`src/rtl/tipg_pkg.sv`:
```
// Package: shared types, constants and helpers for the tape pulse generator.
`timescale 1ns / 1ps
`default_nettype none
package tipg_pkg;

   localparam logic [3:0] HEADER_SKIP = 4'd10;
   localparam int QDEPTH = 4;

   localparam logic [2:0] ACT_TOGGLE = 3'd0;
   localparam logic [2:0] ACT_HIGH   = 3'd1;
   localparam logic [2:0] ACT_LOW    = 3'd2;
   localparam logic [2:0] ACT_STOP   = 3'd4;

   localparam logic [1:0] PH_FIELDS = 2'd0;
   localparam logic [1:0] PH_DATA   = 2'd1;
   localparam logic [1:0] PH_SKIP   = 2'd2;
   localparam logic [1:0] PH_PEEK   = 2'd3;

   // Work command built by the parser, expanded into results by the emitter.
   typedef struct packed {
      logic        lead_en;    // standard pilot + two syncs
      logic        lead_long;  // 8063 pilot pulses
      logic        tone_en;    // pilot/tone with explicit timing
      logic [15:0] tone_t;
      logic [15:0] tone_n;
      logic        sync_en;    // turbo syncs
      logic [15:0] sync1_t;
      logic [15:0] sync2_t;
      logic        pulse_en;   // single pulse (sequence)
      logic [15:0] pulse_t;
      logic [3:0]  nbits;      // data bits to emit, MSB first
      logic [1:0]  bit_mode;   // 0 std, 1 turbo/pure, 2 direct
      logic [7:0]  data;
      logic [15:0] zero_t;
      logic [15:0] one_t;
      logic        pause_en;
      logic [15:0] pause_len;
      logic        level_en;
      logic        level_high;
      logic        stop_en;    // stop command in the block
      logic        eof;        // trailing toggle + stop
   } cmd_type;

   localparam logic [1:0] BM_STD    = 2'd0;
   localparam logic [1:0] BM_TURBO  = 2'd1;
   localparam logic [1:0] BM_DIRECT = 2'd2;

   function automatic logic [4:0] fields_len(input logic [7:0] k);
      case (k)
         8'h10: fields_len = 5'd4;
         8'h11: fields_len = 5'd18;
         8'h12: fields_len = 5'd4;
         8'h13: fields_len = 5'd1;
         8'h14: fields_len = 5'd10;
         8'h15: fields_len = 5'd8;
         8'h20: fields_len = 5'd2;
         8'h2A: fields_len = 5'd4;
         8'h2B: fields_len = 5'd5;
         8'h31: fields_len = 5'd2;
         8'h32: fields_len = 5'd2;
         8'h35: fields_len = 5'd20;
         default: fields_len = 5'd1;
      endcase
   endfunction

   function automatic logic [3:0] norm_bits(input logic [7:0] b);
      norm_bits = (b == 8'd0 || b > 8'd8) ? 4'd8 : b[3:0];
   endfunction

endpackage
`default_nettype wire

```
`src/rtl/tipg_parser.sv`:
```
// Front end: header skip, block parsing, builds one work command per byte.
`timescale 1ns / 1ps
`default_nettype none
module tipg_parser (
   input  wire logic              clock,
   input  wire logic              reset,
   input  wire logic              machine_is_48k,
   input  wire logic              in_valid,
   output logic                   in_ready,
   input  wire logic [7:0]        in_byte,
   input  wire logic              in_eof,
   output logic                   cmd_valid,
   input  wire logic              cmd_ready,
   output tipg_pkg::cmd_type      cmd
);

   logic [3:0]  hdr_ff, hdr_in;
   logic [7:0]  kind_ff, kind_in;
   logic [4:0]  idx_ff, idx_in;
   logic [1:0]  ph_ff, ph_in;
   logic [15:0] pilot_t_ff, pilot_t_in, s1_ff, s1_in, s2_ff, s2_in;
   logic [15:0] zero_ff, zero_in, one_ff, one_in, pcnt_ff, pcnt_in, pause_ff, pause_in;
   logic [3:0]  fbits_ff, fbits_in;
   logic [23:0] dleft_ff, dleft_in;
   logic [31:0] sleft_ff, sleft_in;
   logic [7:0]  low_ff, low_in, seq_ff, seq_in;
   tipg_pkg::cmd_type c;
   logic [4:0]  ni;
   logic        fire;

   assign in_ready  = cmd_ready;
   assign cmd_valid = in_valid;
   assign cmd       = c;
   assign fire      = in_valid & cmd_ready;

   always_comb begin
      hdr_in = hdr_ff; kind_in = kind_ff; idx_in = idx_ff; ph_in = ph_ff;
      pilot_t_in = pilot_t_ff; s1_in = s1_ff; s2_in = s2_ff; zero_in = zero_ff;
      one_in = one_ff; pcnt_in = pcnt_ff; pause_in = pause_ff; fbits_in = fbits_ff;
      dleft_in = dleft_ff; sleft_in = sleft_ff; low_in = low_ff; seq_in = seq_ff;
      c = '0;
      c.data = in_byte; c.zero_t = zero_ff; c.one_t = one_ff; c.pause_len = pause_ff;
      c.tone_t = pilot_t_ff; c.tone_n = pcnt_ff; c.sync1_t = s1_ff; c.sync2_t = s2_ff;
      c.eof = in_eof;
      ni = idx_ff + 5'd1;
      if (hdr_ff != 4'd0) begin
         hdr_in = hdr_ff - 4'd1;
      end else if (kind_ff == 8'd0 || ph_ff == tipg_pkg::PH_PEEK) begin
         if (ph_ff == tipg_pkg::PH_PEEK) begin
            c.lead_en = 1'b1; c.lead_long = (in_byte < 8'd128);
            c.pause_en = (pause_ff != 16'd0);
         end
         idx_in = '0; ph_in = tipg_pkg::PH_FIELDS; dleft_in = '0; sleft_in = '0;
         case (in_byte)
            8'h10, 8'h11, 8'h12, 8'h13, 8'h14, 8'h15, 8'h20, 8'h21, 8'h2A, 8'h2B,
            8'h30, 8'h31, 8'h32, 8'h33, 8'h35: kind_in = in_byte;
            default: kind_in = 8'd0;
         endcase
      end else if (ph_ff == tipg_pkg::PH_SKIP) begin
         sleft_in = sleft_ff - 32'd1;
         if (sleft_in == 32'd0) begin
            c.stop_en = (kind_ff == 8'h2A) && machine_is_48k;
            kind_in = '0; ph_in = tipg_pkg::PH_FIELDS; idx_in = '0;
         end
      end else if (ph_ff == tipg_pkg::PH_DATA) begin
         if (kind_ff == 8'h13) begin
            if (!idx_ff[0]) low_in = in_byte;
            else begin
               c.pulse_en = 1'b1; c.pulse_t = {in_byte, low_ff};
               seq_in = seq_ff - 8'd1;
            end
            idx_in = {4'd0, ~idx_ff[0]};
            if (idx_ff[0] && seq_in == 8'd0) begin
               kind_in = '0; ph_in = tipg_pkg::PH_FIELDS; idx_in = '0;
            end
         end else begin
            if (kind_ff == 8'h10) begin
               c.bit_mode = tipg_pkg::BM_STD; c.nbits = 4'd8;
               if (idx_ff == 5'd0) begin
                  c.lead_en = 1'b1; c.lead_long = (in_byte < 8'd128); idx_in = 5'd1;
               end
            end else begin
               c.bit_mode = (kind_ff == 8'h15) ? tipg_pkg::BM_DIRECT : tipg_pkg::BM_TURBO;
               c.nbits = (dleft_ff == 24'd1) ? fbits_ff : 4'd8;
            end
            dleft_in = dleft_ff - 24'd1;
            if (dleft_in == 24'd0) begin
               c.pause_en = (pause_ff != 16'd0);
               kind_in = '0; ph_in = tipg_pkg::PH_FIELDS; idx_in = '0;
            end
         end
      end else begin
         // field bytes
         case (kind_ff)
            8'h10: if (idx_ff < 5'd2) begin
                  if (idx_ff[0]) pause_in[15:8] = in_byte; else pause_in[7:0] = in_byte;
               end else begin
                  if (idx_ff[0]) dleft_in[15:8] = in_byte; else dleft_in[7:0] = in_byte;
               end
            8'h11: begin
               case (idx_ff)
                  5'd0: pilot_t_in[7:0] = in_byte;  5'd1: pilot_t_in[15:8] = in_byte;
                  5'd2: s1_in[7:0] = in_byte;       5'd3: s1_in[15:8] = in_byte;
                  5'd4: s2_in[7:0] = in_byte;       5'd5: s2_in[15:8] = in_byte;
                  5'd6: zero_in[7:0] = in_byte;     5'd7: zero_in[15:8] = in_byte;
                  5'd8: one_in[7:0] = in_byte;      5'd9: one_in[15:8] = in_byte;
                  5'd10: pcnt_in[7:0] = in_byte;    5'd11: pcnt_in[15:8] = in_byte;
                  5'd12: fbits_in = tipg_pkg::norm_bits(in_byte);
                  5'd13: pause_in[7:0] = in_byte;   5'd14: pause_in[15:8] = in_byte;
                  5'd15: dleft_in[7:0] = in_byte;   5'd16: dleft_in[15:8] = in_byte;
                  default: dleft_in[23:16] = in_byte;
               endcase
            end
            8'h12: if (idx_ff < 5'd2) begin
                  if (idx_ff[0]) pilot_t_in[15:8] = in_byte; else pilot_t_in[7:0] = in_byte;
               end else begin
                  if (idx_ff[0]) pcnt_in[15:8] = in_byte; else pcnt_in[7:0] = in_byte;
               end
            8'h13: seq_in = in_byte;
            8'h14: begin
               case (idx_ff)
                  5'd0: zero_in[7:0] = in_byte;  5'd1: zero_in[15:8] = in_byte;
                  5'd2: one_in[7:0] = in_byte;   5'd3: one_in[15:8] = in_byte;
                  5'd4: fbits_in = tipg_pkg::norm_bits(in_byte);
                  5'd5: pause_in[7:0] = in_byte; 5'd6: pause_in[15:8] = in_byte;
                  5'd7: dleft_in[7:0] = in_byte; 5'd8: dleft_in[15:8] = in_byte;
                  default: dleft_in[23:16] = in_byte;
               endcase
            end
            8'h15: begin
               case (idx_ff)
                  5'd0: zero_in[7:0] = in_byte;  5'd1: zero_in[15:8] = in_byte;
                  5'd2: pause_in[7:0] = in_byte; 5'd3: pause_in[15:8] = in_byte;
                  5'd4: fbits_in = tipg_pkg::norm_bits(in_byte);
                  5'd5: dleft_in[7:0] = in_byte; 5'd6: dleft_in[15:8] = in_byte;
                  default: dleft_in[23:16] = in_byte;
               endcase
            end
            8'h20: if (idx_ff[0]) pause_in[15:8] = in_byte; else pause_in[7:0] = in_byte;
            8'h21, 8'h30: sleft_in = {24'd0, in_byte};
            8'h31: if (idx_ff == 5'd1) sleft_in = {24'd0, in_byte};
            8'h32: if (idx_ff[0]) sleft_in[15:8] = in_byte; else sleft_in[7:0] = in_byte;
            8'h33: sleft_in = {22'd0, in_byte, 2'd0} - {22'd0, 2'd0, in_byte};
            8'h2A: case (idx_ff[1:0])
                  2'd0: sleft_in[7:0] = in_byte;   2'd1: sleft_in[15:8] = in_byte;
                  2'd2: sleft_in[23:16] = in_byte; default: sleft_in[31:24] = in_byte;
               endcase
            8'h2B: if (idx_ff == 5'd4) begin
                  c.level_en = 1'b1; c.level_high = (in_byte == 8'd1);
               end
            8'h35: if (idx_ff >= 5'd16) case (idx_ff[1:0])
                  2'd0: sleft_in[7:0] = in_byte;   2'd1: sleft_in[15:8] = in_byte;
                  2'd2: sleft_in[23:16] = in_byte; default: sleft_in[31:24] = in_byte;
               endcase
            default: ;
         endcase
         idx_in = ni;
         if (ni >= tipg_pkg::fields_len(kind_ff)) begin
            idx_in = '0;
            c.tone_t = pilot_t_in; c.tone_n = pcnt_in; c.sync1_t = s1_in;
            c.sync2_t = s2_in; c.pause_len = pause_in;
            kind_in = '0; ph_in = tipg_pkg::PH_FIELDS;
            case (kind_ff)
               8'h10: begin
                  kind_in = kind_ff;
                  ph_in = (dleft_in != 24'd0) ? tipg_pkg::PH_DATA : tipg_pkg::PH_PEEK;
               end
               8'h11, 8'h14, 8'h15: begin
                  if (kind_ff == 8'h11) begin
                     c.tone_en = (pcnt_in != 16'd0); c.sync_en = 1'b1;
                  end
                  if (dleft_in != 24'd0) begin
                     kind_in = kind_ff; ph_in = tipg_pkg::PH_DATA;
                  end else c.pause_en = (pause_in != 16'd0);
               end
               8'h12: c.tone_en = (pcnt_in != 16'd0);
               8'h13: if (seq_in != 8'd0) begin
                     kind_in = kind_ff; ph_in = tipg_pkg::PH_DATA;
                  end
               8'h20: begin
                  c.stop_en = (pause_in == 16'd0);
                  c.pause_en = (pause_in != 16'd0);
               end
               8'h2B: ;
               default: if (sleft_in != 32'd0) begin
                     kind_in = kind_ff; ph_in = tipg_pkg::PH_SKIP;
                  end else c.stop_en = (kind_ff == 8'h2A) && machine_is_48k;
            endcase
         end
      end
      if (in_eof) begin
         hdr_in = tipg_pkg::HEADER_SKIP; kind_in = '0; idx_in = '0; ph_in = tipg_pkg::PH_FIELDS;
         pilot_t_in = '0; s1_in = '0; s2_in = '0; zero_in = '0; one_in = '0; pcnt_in = '0;
         fbits_in = '0; pause_in = '0; dleft_in = '0; sleft_in = '0; low_in = '0; seq_in = '0;
      end
   end

   always_ff @(posedge clock) begin
      if (reset) begin
         hdr_ff <= tipg_pkg::HEADER_SKIP; kind_ff <= '0; idx_ff <= '0;
         ph_ff <= tipg_pkg::PH_FIELDS;
         pilot_t_ff <= '0; s1_ff <= '0; s2_ff <= '0; zero_ff <= '0; one_ff <= '0;
         pcnt_ff <= '0; fbits_ff <= '0; pause_ff <= '0; dleft_ff <= '0; sleft_ff <= '0;
         low_ff <= '0; seq_ff <= '0;
      end else if (fire) begin
         hdr_ff <= hdr_in; kind_ff <= kind_in; idx_ff <= idx_in; ph_ff <= ph_in;
         pilot_t_ff <= pilot_t_in; s1_ff <= s1_in; s2_ff <= s2_in; zero_ff <= zero_in;
         one_ff <= one_in; pcnt_ff <= pcnt_in; fbits_ff <= fbits_in; pause_ff <= pause_in;
         dleft_ff <= dleft_in; sleft_ff <= sleft_in; low_ff <= low_in; seq_ff <= seq_in;
      end
   end

endmodule
`default_nettype wire

```
`src/rtl/tipg_queue.sv`:
```
// Short command queue between parser and emitter.
`timescale 1ns / 1ps
`default_nettype none
module tipg_queue (
   input  wire logic              clock,
   input  wire logic              reset,
   input  wire logic              wr_valid,
   output logic                   wr_ready,
   input  tipg_pkg::cmd_type      wr_cmd,
   output logic                   rd_valid,
   input  wire logic              rd_ready,
   output tipg_pkg::cmd_type      rd_cmd
);
   localparam int AW = $clog2(tipg_pkg::QDEPTH);

   tipg_pkg::cmd_type mem [tipg_pkg::QDEPTH];
   logic [AW-1:0] wp_ff, wp_in, rp_ff, rp_in;
   logic [AW:0]   cnt_ff, cnt_in;
   logic          wr, rd;

   assign wr_ready = (cnt_ff != (AW+1)'(tipg_pkg::QDEPTH));
   assign rd_valid = (cnt_ff != '0);
   assign rd_cmd   = mem[rp_ff];
   assign wr = wr_valid & wr_ready;
   assign rd = rd_valid & rd_ready;
   assign wp_in  = wr ? wp_ff + AW'(1) : wp_ff;
   assign rp_in  = rd ? rp_ff + AW'(1) : rp_ff;
   assign cnt_in = cnt_ff + (AW+1)'(wr) - (AW+1)'(rd);

   always_ff @(posedge clock) begin
      if (reset) begin
         wp_ff <= '0; rp_ff <= '0; cnt_ff <= '0;
      end else begin
         wp_ff <= wp_in; rp_ff <= rp_in; cnt_ff <= cnt_in;
      end
   end

   always_ff @(posedge clock) begin
      if (wr) mem[wp_ff] <= wr_cmd;
   end
endmodule
`default_nettype wire

```
`src/rtl/tipg_emitter.sv`:
```
// Back end: walks one command's steps into an output register, one result per cycle unless out_ready stalls it.
`timescale 1ns / 1ps
`default_nettype none
module tipg_emitter (
   input  wire logic              clock,
   input  wire logic              reset,
   input  wire logic              cmd_valid,
   output logic                   cmd_ready,
   input  tipg_pkg::cmd_type      cmd,
   output logic                   out_valid,
   input  wire logic              out_ready,
   output logic [2:0]             out_action,
   output logic [25:0]            out_duration,
   output logic [15:0]            out_repeat,
   output logic                   out_last
);
   // step numbers
   localparam logic [4:0] S_LEAD = 5'd0, S_SYNC1 = 5'd1, S_SYNC2 = 5'd2, S_TONE = 5'd3;
   localparam logic [4:0] S_TS1 = 5'd4, S_TS2 = 5'd5, S_PULSE = 5'd6, S_BIT0 = 5'd7;
   localparam logic [4:0] S_PAUSE1 = 5'd15, S_PAUSE2 = 5'd16, S_LEVEL = 5'd17;
   localparam logic [4:0] S_STOP = 5'd18, S_ETOG = 5'd19, S_ESTOP = 5'd20;
   localparam int NSTEP = 21;

   logic [NSTEP-1:0] pend_ff, pend_in, req;
   logic             busy_ff, busy_in;
   tipg_pkg::cmd_type c_ff;
   logic             ov_ff;
   logic [2:0]       act_ff;
   logic [25:0]      dur_ff;
   logic [15:0]      rep_ff;
   logic             last_ff;
   logic [4:0]       sel;
   logic             found;
   logic [NSTEP-1:0] rest;
   logic [15:0]      t16;
   logic [25:0]      pms;
   logic             bitv;
   logic [2:0]       act_in;
   logic [25:0]      dur_in;
   logic [15:0]      rep_in;
   logic             can_out, step;

   // (2t+4)/7 by reciprocal: floor(x*37449>>18) then one correction
   function automatic logic [25:0] to_us(input logic [15:0] t);
      logic [17:0] x;
      logic [35:0] p;
      logic [17:0] q, r;
      x = {1'b0, t, 1'b0} + 18'd4;
      p = 36'(x) * 36'd37449;
      q = p[35:18];
      r = x - 18'(q * 18'd7);
      if (r >= 18'd7) q = q + 18'd1;
      to_us = 26'(q);
   endfunction

   always_comb begin
      req = '0;
      req[S_LEAD]  = cmd.lead_en;
      req[S_SYNC1] = cmd.lead_en;
      req[S_SYNC2] = cmd.lead_en;
      req[S_TONE]  = cmd.tone_en;
      req[S_TS1]   = cmd.sync_en;
      req[S_TS2]   = cmd.sync_en;
      req[S_PULSE] = cmd.pulse_en;
      for (int i = 0; i < 8; i++) req[S_BIT0 + i] = (4'(i) < cmd.nbits);
      req[S_PAUSE1] = cmd.pause_en;
      req[S_PAUSE2] = cmd.pause_en;
      req[S_LEVEL]  = cmd.level_en;
      req[S_STOP]   = cmd.stop_en;
      req[S_ETOG]   = cmd.eof & ~cmd.stop_en;
      req[S_ESTOP]  = cmd.eof & ~cmd.stop_en;
   end

   assign can_out = ~ov_ff | out_ready;

   always_comb begin
      sel = '0; found = 1'b0;
      for (int i = NSTEP - 1; i >= 0; i--) if (pend_ff[i]) begin sel = 5'(i); found = 1'b1; end
      rest = pend_ff;
      rest[sel] = 1'b0;
      bitv = c_ff.data[3'd7 - 3'(sel - S_BIT0)];
      t16 = c_ff.zero_t;
      act_in = tipg_pkg::ACT_TOGGLE; rep_in = 16'd1; dur_in = '0;
      pms = 26'(({10'd0, c_ff.pause_len} - 26'd1) * 26'd1000);
      case (sel)
         S_LEAD:  begin dur_in = 26'd619; rep_in = c_ff.lead_long ? 16'd8063 : 16'd3223; end
         S_SYNC1: dur_in = 26'd191;
         S_SYNC2: dur_in = 26'd210;
         S_TONE:  begin t16 = c_ff.tone_t; rep_in = c_ff.tone_n; end
         S_TS1:   t16 = c_ff.sync1_t;
         S_TS2:   t16 = c_ff.sync2_t;
         S_PULSE: t16 = c_ff.pulse_t;
         S_PAUSE1: dur_in = 26'd1000;
         S_PAUSE2: begin act_in = tipg_pkg::ACT_LOW; dur_in = pms; end
         S_LEVEL: act_in = c_ff.level_high ? tipg_pkg::ACT_HIGH : tipg_pkg::ACT_LOW;
         S_STOP, S_ESTOP: act_in = tipg_pkg::ACT_STOP;
         S_ETOG: ;
         default: begin
            case (c_ff.bit_mode)
               tipg_pkg::BM_STD: begin
                  dur_in = bitv ? 26'd489 : 26'd244; rep_in = 16'd2;
               end
               tipg_pkg::BM_DIRECT: begin
                  act_in = bitv ? tipg_pkg::ACT_HIGH : tipg_pkg::ACT_LOW;
               end
               default: begin
                  t16 = bitv ? c_ff.one_t : c_ff.zero_t; rep_in = 16'd2;
               end
            endcase
         end
      endcase
      if (sel == S_TONE || sel == S_TS1 || sel == S_TS2 || sel == S_PULSE ||
          (sel >= S_BIT0 && sel < S_PAUSE1 && c_ff.bit_mode != tipg_pkg::BM_STD))
         dur_in = to_us(t16);
   end

   assign step = busy_ff & found & can_out;
   assign cmd_ready = ~busy_ff | (step & (rest == '0)) | (busy_ff & ~found);

   always_comb begin
      busy_in = busy_ff; pend_in = pend_ff;
      if (step) pend_in = rest;
      if (busy_ff & (step & (rest == '0) | ~found)) busy_in = 1'b0;
      if (cmd_valid & cmd_ready) begin
         busy_in = 1'b1; pend_in = req;
      end
   end

   always_ff @(posedge clock) begin
      if (reset) begin
         busy_ff <= 1'b0; pend_ff <= '0; ov_ff <= 1'b0;
      end else begin
         busy_ff <= busy_in; pend_ff <= pend_in;
         if (step) ov_ff <= 1'b1;
         else if (out_ready) ov_ff <= 1'b0;
      end
   end

   always_ff @(posedge clock) begin
      if (cmd_valid & cmd_ready) c_ff <= cmd;
      if (step) begin
         act_ff <= act_in; dur_ff <= dur_in; rep_ff <= rep_in; last_ff <= (rest == '0);
      end
   end

   assign out_valid    = ov_ff;
   assign out_action   = act_ff;
   assign out_duration = dur_ff;
   assign out_repeat   = rep_ff;
   assign out_last     = last_ff;
endmodule
`default_nettype wire

```
`src/rtl/tape_image_pulse_generator_core.sv`:
```
// Top level: tape image byte parser, command queue and pulse command emitter.
// A byte's command passes through the queue, the emitter's command register and its output register.
// Throughput: one result per cycle while rsp_ready does not stall the output, and the parser
// takes a byte every cycle while the queue has room.
// Reset: synchronous, active high; clears parse state, the queue, the emitter and the 48k register.
`timescale 1ns / 1ps
`default_nettype none
module tape_image_pulse_generator_core (
   input  wire logic        clock,
   input  wire logic        reset,
   input  wire logic        csr_valid,
   output logic             csr_ready,
   input  wire logic        csr_machine_is_48k,
   input  wire logic        req_valid,
   output logic             req_ready,
   input  wire logic [7:0]  req_file_byte,
   input  wire logic        req_end_of_file,
   output logic             rsp_valid,
   input  wire logic        rsp_ready,
   output logic [2:0]       rsp_action,
   output logic [25:0]      rsp_duration_us,
   output logic [15:0]      rsp_repeat_res,
   output logic             rsp_last
);
   logic m48_ff;
   logic pq_valid, pq_ready, qe_valid, qe_ready;
   tipg_pkg::cmd_type pq_cmd, qe_cmd;

   assign csr_ready = 1'b1;
   always_ff @(posedge clock) begin
      if (reset) m48_ff <= 1'b0;
      else if (csr_valid) m48_ff <= csr_machine_is_48k;
   end

   tipg_parser u_parser (
      .clock, .reset, .machine_is_48k(m48_ff),
      .in_valid(req_valid), .in_ready(req_ready), .in_byte(req_file_byte),
      .in_eof(req_end_of_file),
      .cmd_valid(pq_valid), .cmd_ready(pq_ready), .cmd(pq_cmd));

   tipg_queue u_queue (
      .clock, .reset, .wr_valid(pq_valid), .wr_ready(pq_ready), .wr_cmd(pq_cmd),
      .rd_valid(qe_valid), .rd_ready(qe_ready), .rd_cmd(qe_cmd));

   tipg_emitter u_emitter (
      .clock, .reset, .cmd_valid(qe_valid), .cmd_ready(qe_ready), .cmd(qe_cmd),
      .out_valid(rsp_valid), .out_ready(rsp_ready), .out_action(rsp_action),
      .out_duration(rsp_duration_us), .out_repeat(rsp_repeat_res), .out_last(rsp_last));

   a_action_range: assert property (@(posedge clock) disable iff (reset)
      rsp_valid |-> (rsp_action == tipg_pkg::ACT_TOGGLE || rsp_action == tipg_pkg::ACT_HIGH ||
                     rsp_action == tipg_pkg::ACT_LOW || rsp_action == tipg_pkg::ACT_STOP))
      else $error("bad action");
   a_repeat_nz: assert property (@(posedge clock) disable iff (reset)
      rsp_valid |-> rsp_repeat_res != 16'd0) else $error("zero repeat");
   a_stop_nodur: assert property (@(posedge clock) disable iff (reset)
      rsp_valid && rsp_action == tipg_pkg::ACT_STOP |-> rsp_duration_us == 26'd0)
      else $error("stop with duration");
endmodule
`default_nettype wire
```
`config.mk`:
```
export PLATFORM = sky130hd
export DESIGN_NAME = tape_image_pulse_generator_core
export DESIGN_NICKNAME = d
export VERILOG_FILES = /design/src/rtl/tipg_pkg.sv /design/src/rtl/tipg_parser.sv /design/src/rtl/tipg_queue.sv /design/src/rtl/tipg_emitter.sv /design/src/rtl/tape_image_pulse_generator_core.sv
export SDC_FILE = /design/constraint.sdc
export NUM_CORES = 2
export LEC_CHECK = 0
export ABC_AREA = 1
export CAP_MARGIN = 20
export CORE_MARGIN = 1
export CORE_UTILIZATION = 34
export CTS_BUF_LIST = sky130_fd_sc_hd__clkbuf_4
export DETAILED_ROUTE_END_ITERATION = 12
export DONT_BUFFER_PORTS = 1
export SETUP_SLACK_MARGIN = 0.1
export SLEW_MARGIN = 15
export SYNTH_ARGS = -nofsm -noshare
export SYNTH_HDL_FRONTEND = slang
export SYNTH_SLANG_ARGS = --single-unit
```
`constraint.sdc`:
```
create_clock -name clock -period 12.7 [get_ports clock]
set_input_delay 2.54 -clock clock [delete_from_list [all_inputs] [get_ports clock]]
set_output_delay 2.54 -clock clock [all_outputs]
set_load 0.05 [all_outputs]
```
# After elaboration in Yosys (flattened, before gate mapping)
# Memories as Yosys holds them, arrays and structs flattened. A register that Yosys moved wholly into a read port is not among the register bits.
# Index checks and enable logic that the tools add are counted.
dict set report classes {
  mul 3
  bitwise_logic 19
  n_eq_ne 95
  magnitude_cmp 19
  muxes 326
  reduce_logical 72
  addsub 16
}
# op count
set ops {}
lappend ops {{$mux 16} 63}
lappend ops {{$mux 8} 87}
lappend ops {{$pmux 16 s5} 3}
lappend ops {{$mux 32} 7}
lappend ops {{$mux 91} 2}
lappend ops {{$mux 5} 36}
lappend ops {{$pmux 26 s6} 1}
lappend ops {{$eq 8x6->1 const B} 18}
lappend ops {{$mux 24} 6}
lappend ops {{$mux 66} 2}
lappend ops {{$pmux 16 s2} 4}
lappend ops {{$eq 8x5->1 const B} 12}
lappend ops {{$pmux 16 s6} 1}
lappend ops {{$mux 89} 1}
lappend ops {{$pmux 16 s4} 1}
lappend ops {{$mux 19} 3}
lappend ops {{$mux 2} 26}
lappend ops {{$mux 17} 3}
lappend ops {{$pmux 16 s3} 1}
lappend ops {{$reduce_bool 16->1} 3}
lappend ops {{$eq 5x4->1 const B} 9}
lappend ops {{$mux 1} 45}
lappend ops {{$mux 4} 11}
lappend ops {{$mux 21} 2}
lappend ops {{other kinds (105)} 203}
dict set report totals {
  ramBits 608
  ff_bits 424
  input_bits 15
  mem_count 1
  wordCells 593
  out_inout_bits 49
}
# name depth width rd rd_clocked_by_memory_dff write_ports line
set memory_table {}
lappend memory_table {u_queue.mem 4 152 1 1 1 tipg_queue.sv:16} ;# tipg_pkg::cmd_type mem [tipg_pkg::QDEPTH];

# Logic depth before layout (Yosys ltp)
dict set report depth {
  word_depth 35
  ltp_mapped 95
  depth_no_buf 93
}

# Cells and area by module
# A second synthesis with hierarchy kept.
dict set report hier_totals {
  cells_unflattened 7042
  area_unflattened_um2 61467.7
}
# module instances area_per_inst_um2 cells_each
set by_module_without_submodules {}
lappend by_module_without_submodules {tipg_queue 1 23805.3 1535}
lappend by_module_without_submodules {tipg_parser 1 19836.5 3560}
lappend by_module_without_submodules {tipg_emitter 1 17769.5 1938}
lappend by_module_without_submodules {tape_image_pulse_generator_core 1 56.3 9}

# Worst setup path after synthesis
# No wires, ideal clock.
dict set report synth_timing {
  path_type {flip-flop to flip-flop}
  from {register u_emitter.pend_ff[19]}
  to {register u_emitter.dur_ff[15] (netlist: u_emitter.out_duration[15]), data pin}
  n_path_buf 2
  slack_ns 0.863
  path_stages_with_launch 88
  setup_time_ns 0.256
  arrival_ns 11.581
  cell_sequence {dfxtp_1 -> nand2_1 -> nand2_1 -> nand2_1 -> nand2_1 -> nand2_1 -> nand2_1 -> nand2_1 -> nand2_1 -> nand2_1 -> nand2_1 -> nand2_1 -> nand2_1 -> nand2_1 -> nand2_1 -> nand2_1 -> nand2_1 -> nand2_1 -> [... 52 more ...] -> nand2_1 -> nand2_1 -> inv_1 -> o31ai_1 -> nand2_1 -> nand2_1 -> a21oi_1 -> xor2_1 -> nand3b_1 -> nand2_1 -> nand3_2 -> nor2_1 -> nand3_4 -> buf_6 -> nand2_1 -> nand2_1 -> nand2_1 -> nand2_1}
}
dict set report synth_via {
  elab_chain_cells 34
}
# element line
set synth_rtl {}
lappend synth_rtl {{start, declared} tipg_emitter.sv:24} ;# logic [NSTEP-1:0] pend_ff, pend_in, req;
lappend synth_rtl {{start signal, assigned} tipg_emitter.sv:133} ;# busy_ff <= busy_in; pend_ff <= pend_in;
lappend synth_rtl {{$mux 5 (*) (20 in a row)} tipg_emitter.sv:78} ;# for (int i = NSTEP - 1; i >= 0; i--) if (pend_ff[i]) begin sel = 5'(i); found = 1'b1; end
lappend synth_rtl {{$sub 3x3->3 (2 in a row)} tipg_emitter.sv:81} ;# bitv = c_ff.data[3'd7 - 3'(sel - S_BIT0)];
lappend synth_rtl {{$bmux 1 s3} tipg_emitter.sv:81}
lappend synth_rtl {{$mux 1 (not written as such)} tipg_emitter.sv:81}
lappend synth_rtl {{$mux 16} tipg_emitter.sv:107} ;# t16 = bitv ? c_ff.one_t : c_ff.zero_t; rep_in = 16'd2;
lappend synth_rtl {{$mux 16} tipg_emitter.sv:99} ;# case (c_ff.bit_mode)
lappend synth_rtl {{$pmux 16 s5} tipg_emitter.sv:85} ;# case (sel)
lappend synth_rtl {{$add 17x3->18} tipg_emitter.sv:48} ;# x = {1'b0, t, 1'b0} + 18'd4;
lappend synth_rtl {{$mul 18x16->34} tipg_emitter.sv:49} ;# p = 36'(x) * 36'd37449;
lappend synth_rtl {{$mul 16x3->18} tipg_emitter.sv:51} ;# r = x - 18'(q * 18'd7);
lappend synth_rtl {{$sub 18x18->18} tipg_emitter.sv:51}
lappend synth_rtl {{$ge 18x3->1} tipg_emitter.sv:52} ;# if (r >= 18'd7) q = q + 18'd1;
lappend synth_rtl {{$mux 18} tipg_emitter.sv:52}
lappend synth_rtl {{$mux 18 (*)} tipg_emitter.sv:112} ;# if (sel == S_TONE || sel == S_TS1 || sel == S_TS2 || sel == S_PULSE ||
lappend synth_rtl {{via u_emitter.dur_in[15]} tipg_emitter.sv:39} ;# logic [25:0] dur_in;
lappend synth_rtl {{end signal, assigned} tipg_emitter.sv:142} ;# act_ff <= act_in; dur_ff <= dur_in; rep_ff <= rep_in; last_ff <= (rest == '0);
lappend synth_rtl {{end, declared} tipg_emitter.sv:29} ;# logic [25:0] dur_ff;
# Mark *: on every way through the listed nets, which the timed path passes. The rest lies on a longest branch. The select of a mux whose other input is x is not followed.
# A chain may end at the register's enable or synchronous reset.

# Worst setup path in the final report
dict set report layout_timing {
  from {register u_emitter.pend_ff[18]}
  to {register u_emitter.dur_ff[14] (netlist: u_emitter.out_duration[14]), data pin}
}
dict set report layout_via {
  elab_chain_cells 33
}
# element line
set layout_rtl {}
lappend layout_rtl {{$mux 5 (*) (19 in a row)} tipg_emitter.sv:78}
lappend layout_rtl {{$sub 3x3->3 (2 in a row)} tipg_emitter.sv:81}
lappend layout_rtl {{$bmux 1 s3} tipg_emitter.sv:81}
lappend layout_rtl {{$mux 1 (not written as such)} tipg_emitter.sv:81}
lappend layout_rtl {{$mux 16} tipg_emitter.sv:107}
lappend layout_rtl {{$mux 16} tipg_emitter.sv:99}
lappend layout_rtl {{$pmux 16 s5} tipg_emitter.sv:85}
lappend layout_rtl {{$add 17x3->18} tipg_emitter.sv:48}
lappend layout_rtl {{$mul 18x16->34} tipg_emitter.sv:49}
lappend layout_rtl {{$mul 16x3->18} tipg_emitter.sv:51}
lappend layout_rtl {{$sub 18x18->18} tipg_emitter.sv:51}
lappend layout_rtl {{$ge 18x3->1} tipg_emitter.sv:52}
lappend layout_rtl {{$mux 18} tipg_emitter.sv:52}
lappend layout_rtl {{$mux 18 (*)} tipg_emitter.sv:112}
lappend layout_rtl {{via u_emitter.dur_in[14]} tipg_emitter.sv:39}
# Marks and branches as above.

==> out/metrics.yaml <==
run_status:
  status: "finished, final reports clean"
worst_hold_path:
  hold_path.class: "register to register"
  holdPathStages: 0
placement:
  dp_slack_ns: 0.169
  hpwlAfterDp_um: 121000
  placedInstanceArea_um2: 60300
  gp_congestion: 0.977
  numPortBuffers: 0
synthesis:
  ys.flop_type: "edfxtp_1"
  ys_seq_area_share_pct: 49.9
  synthCells: 6285
  async_reset_ff_share_pct: 0
  syn_area_um2: 57400
  synth_xor_area_share_pct: 2.01
  synthTopCellsByArea: "edfxtp_1 (42%), dfxtp_1 (8.4%), o21ai_0 (6.3%), nand2_1 (6.1%), ha_1 (4.9%)"
  synth_nets: 6646
  synth-seq-cells: 1034
  synthMuxAreaShare_pct: 0.0544
  synth_compound_area_share_pct: 16.2
  syn_avg_cell_area_um2: 9.14
  yosysTopAreaCell: "edfxtp_1"
  synth_edf_count: 794
  synth_top_family_by_area: "compound AO/OA/AOI/OAI gates"
  yosys.area_share.simple_pct: 15.8
  yosysWarningCount: 0
  synthAdderAreaFrac_pct: 9.12
  synth_top_cell_area_share_pct: 41.5
  ys_types: 82
clock_network:
  clockBufferDepth: 4
  cts.clk_slew.worst_paths_ns: 0.07
  cts_buffers: 301
  cts_tree: "done"
  hold_buffers: 0
  clockRootBuffer: "clkbuf_4"
  clk_latency_ns: 1.25
  cts_max_level: 5
  cts_num_sinks: 1034
timing:
  slew-limit-headroom_pct: 22.8
  final.min_clock_period_ns: 12.02
  hold_viol_final: 0
  timing.final.crit_share_pct: 94.6
  max_slew.worst_pin.slew_ns: 1.14
  fmax_ghz: 0.0832
  rsz0062_at_grt: "true"
  timing.hold.ws_ns: 0.456
  maxSlewViolCount: 0
  setup_viol: 0
  fin_ws_ns: 0.680
  fin_skew_ns: 0.150
finish:
  nets: 6830
  drive_above_1_share_pct: 13.8
  syn2layout_area_growth_pct: 13.5
  finalInstanceArea_um2: 65200
floorplanning:
  coreArea_um2: 167000
  dieArea_um2: 171000
  start_util_pct: 34.3
  num_rows: 150
  io_pins: 64
  die-height_um: 413
  die_w_um: 413
route:
  num_vias: 47800
  viasPerCell: 5.38
  final_antenna_net_count: 0
  wl_um: 186000
  drtIter0Drc: 4425
  drc_errors: 0
  drt_pass1_iterations: 6
  wl_per_cell_um: 20.9
setup_path:
  critPathBufInv: 18
  ff2ff_setup_slack_ns: 0.68
  slowest_stage: "fa_1"
  path_max_fanout: 11
  ff2ff_path_depth: 75
  cp-end-kind: "register"
  start_kind: "register"
  arrival_ns: 12.98
  cpPeakStageDelay_ns: 0.53
  worstSetupPathDepth: 75
  crit_top_cell: "nand2_1"
  required_ns: 13.67
  path_class: "register to register"
  crit_family: "adder cells"
grt:
  busiest_layer: "met2"
  grt.met1_usage_pct: 28.2
  grt_pass1_vias: 45600
  grt_use_met3_pct: 3.70
  antenna_found_initial: 6
  met2_usage_pct: 33.8
  grt.overflow.total: 0
  grt_first_pass_wirelength_um: 277000
  grt.total_usage_pct: 21.2
  grt_max_degree: 173
run:
  maxCapViolations: 0
state kept, by name, indices dropped and copies added (netlist names), 16 cells and up, named ones only:
signal / cells
u_parser.dleft_ff: 24
u_emitter.out_duration: 26
u_parser.s2_ff: 16
u_parser.zero_ff: 16
u_parser.pilot_t_ff: 16
u_emitter.pend_ff: 21
u_parser.pause_ff: 16
u_parser.sleft_ff: 32
u_emitter.c_ff: 140
u_parser.s1_ff: 16
u_queue.mem: 608
u_parser.pcnt_ff: 16
u_parser.one_ff: 16
u_emitter.out_repeat: 16
metal layers:
metal	wire, µm	up-vias	share of wire, %
met1	79400	23000	43
met3	13900	426	7.5
met4	7260	0	3.9
met2	85100	2003	46
li1	-	22400	-
met5	0	-	0
metrics by stage:
step	setup TNS (ns)	instances	util (%)
after floorplan	0	6285	-
after global placement	0	8320	36.0
after detailed placement	0	8322	36.0
after CTS	0	8825	38.2
after global routing	-0.187	8882	38.9
final	0	8882	38.9
cell usage after synthesis (28+ instances only):
cell type / instances
nor4_1: 41
o211ai_1: 52
nor3_1: 56
nor2_1: 726
a31oi_1: 28
a21oi_1: 363
a221oi_1: 39
nand4_1: 75
dfxtp_1: 240
clkbuf_1: 286
o21ai_0: 727
xor2_1: 107
edfxtp_1: 794
inv_1: 683
a211oi_1: 47
nand3_1: 187
nand2_1: 934
fa_1: 121
ha_1: 225
o22ai_1: 196
cell usage in the layout, fill, tap and decap left out, types with 14 or more instances in the layout:
cell        n
o22ai_1   196
o21bai_1   17
o211ai_1   52
nor3_1     52
nand3_1   184
clkbuf_4  435
inv_2      39
dfxtp_1   237
xnor2_1    20
nor2_4     28
a22oi_1    24
a21oi_1   355
o21ai_0   724
nand4_1    75
o221ai_1   23
ha_4       15
a31oi_1    26
nand2_2    30
edfxtp_1  794
ha_1      209
xor2_1     97
fa_1      121
nand2_1   914
a221oi_1   34
inv_1     655
nor2_2     21
nor2_1    698
buf_4     183
clkinv_1   57
nor4_1     39
clkinv_2   14
a211oi_1   46
what timing repair did:
item | 4_1_cts | 5_1_grt
hold endpoints to repair | 0 | 0
pin swaps | 0 | 72
setup endpoints to repair | 9 | 17
setup buffers | 0 | 43
gates resized for setup | 4 | 177
gates cloned | 0 | 3
cell type report:
class,instances,area (µm²)
sequential,1034,28700
clock buffer,435,3270
fill,16700,102000
inverter,712,2710
timing repair buffer,206,1700
clock inverter,68,403
tap,2204,2760
antenna,9,22.5
multi-input combinational,4214,25700
kinds of logic (layout without fill, tap and decap cells):
family                     Yosys count  after routing
other                                1             10
xor gates and xnor gates           132            132
buffers and inverters             1039           1421
and+or+nand+nor                   2114           2116
DFF                               1034           1034
muxes                                3              3
AOI/OAI and AO/OA                 1616           1616
adders and majority gates          346            346
final timing paths:
path | startpoint | endpoint
worst max register to register | u_emitter.pend_ff[18] | u_emitter.out_duration[14]
worst min register to register | u_parser.zero_ff[1] | u_queue.mem[3][38]
worst min-delay path | u_parser.zero_ff[1] | u_queue.mem[3][38]
worst max-delay path | u_emitter.pend_ff[18] | u_emitter.out_duration[14]
Power is left out: the tool's default activity adds up to more than one toggle a clock period on the data nets, which glitch-free logic cannot reach.
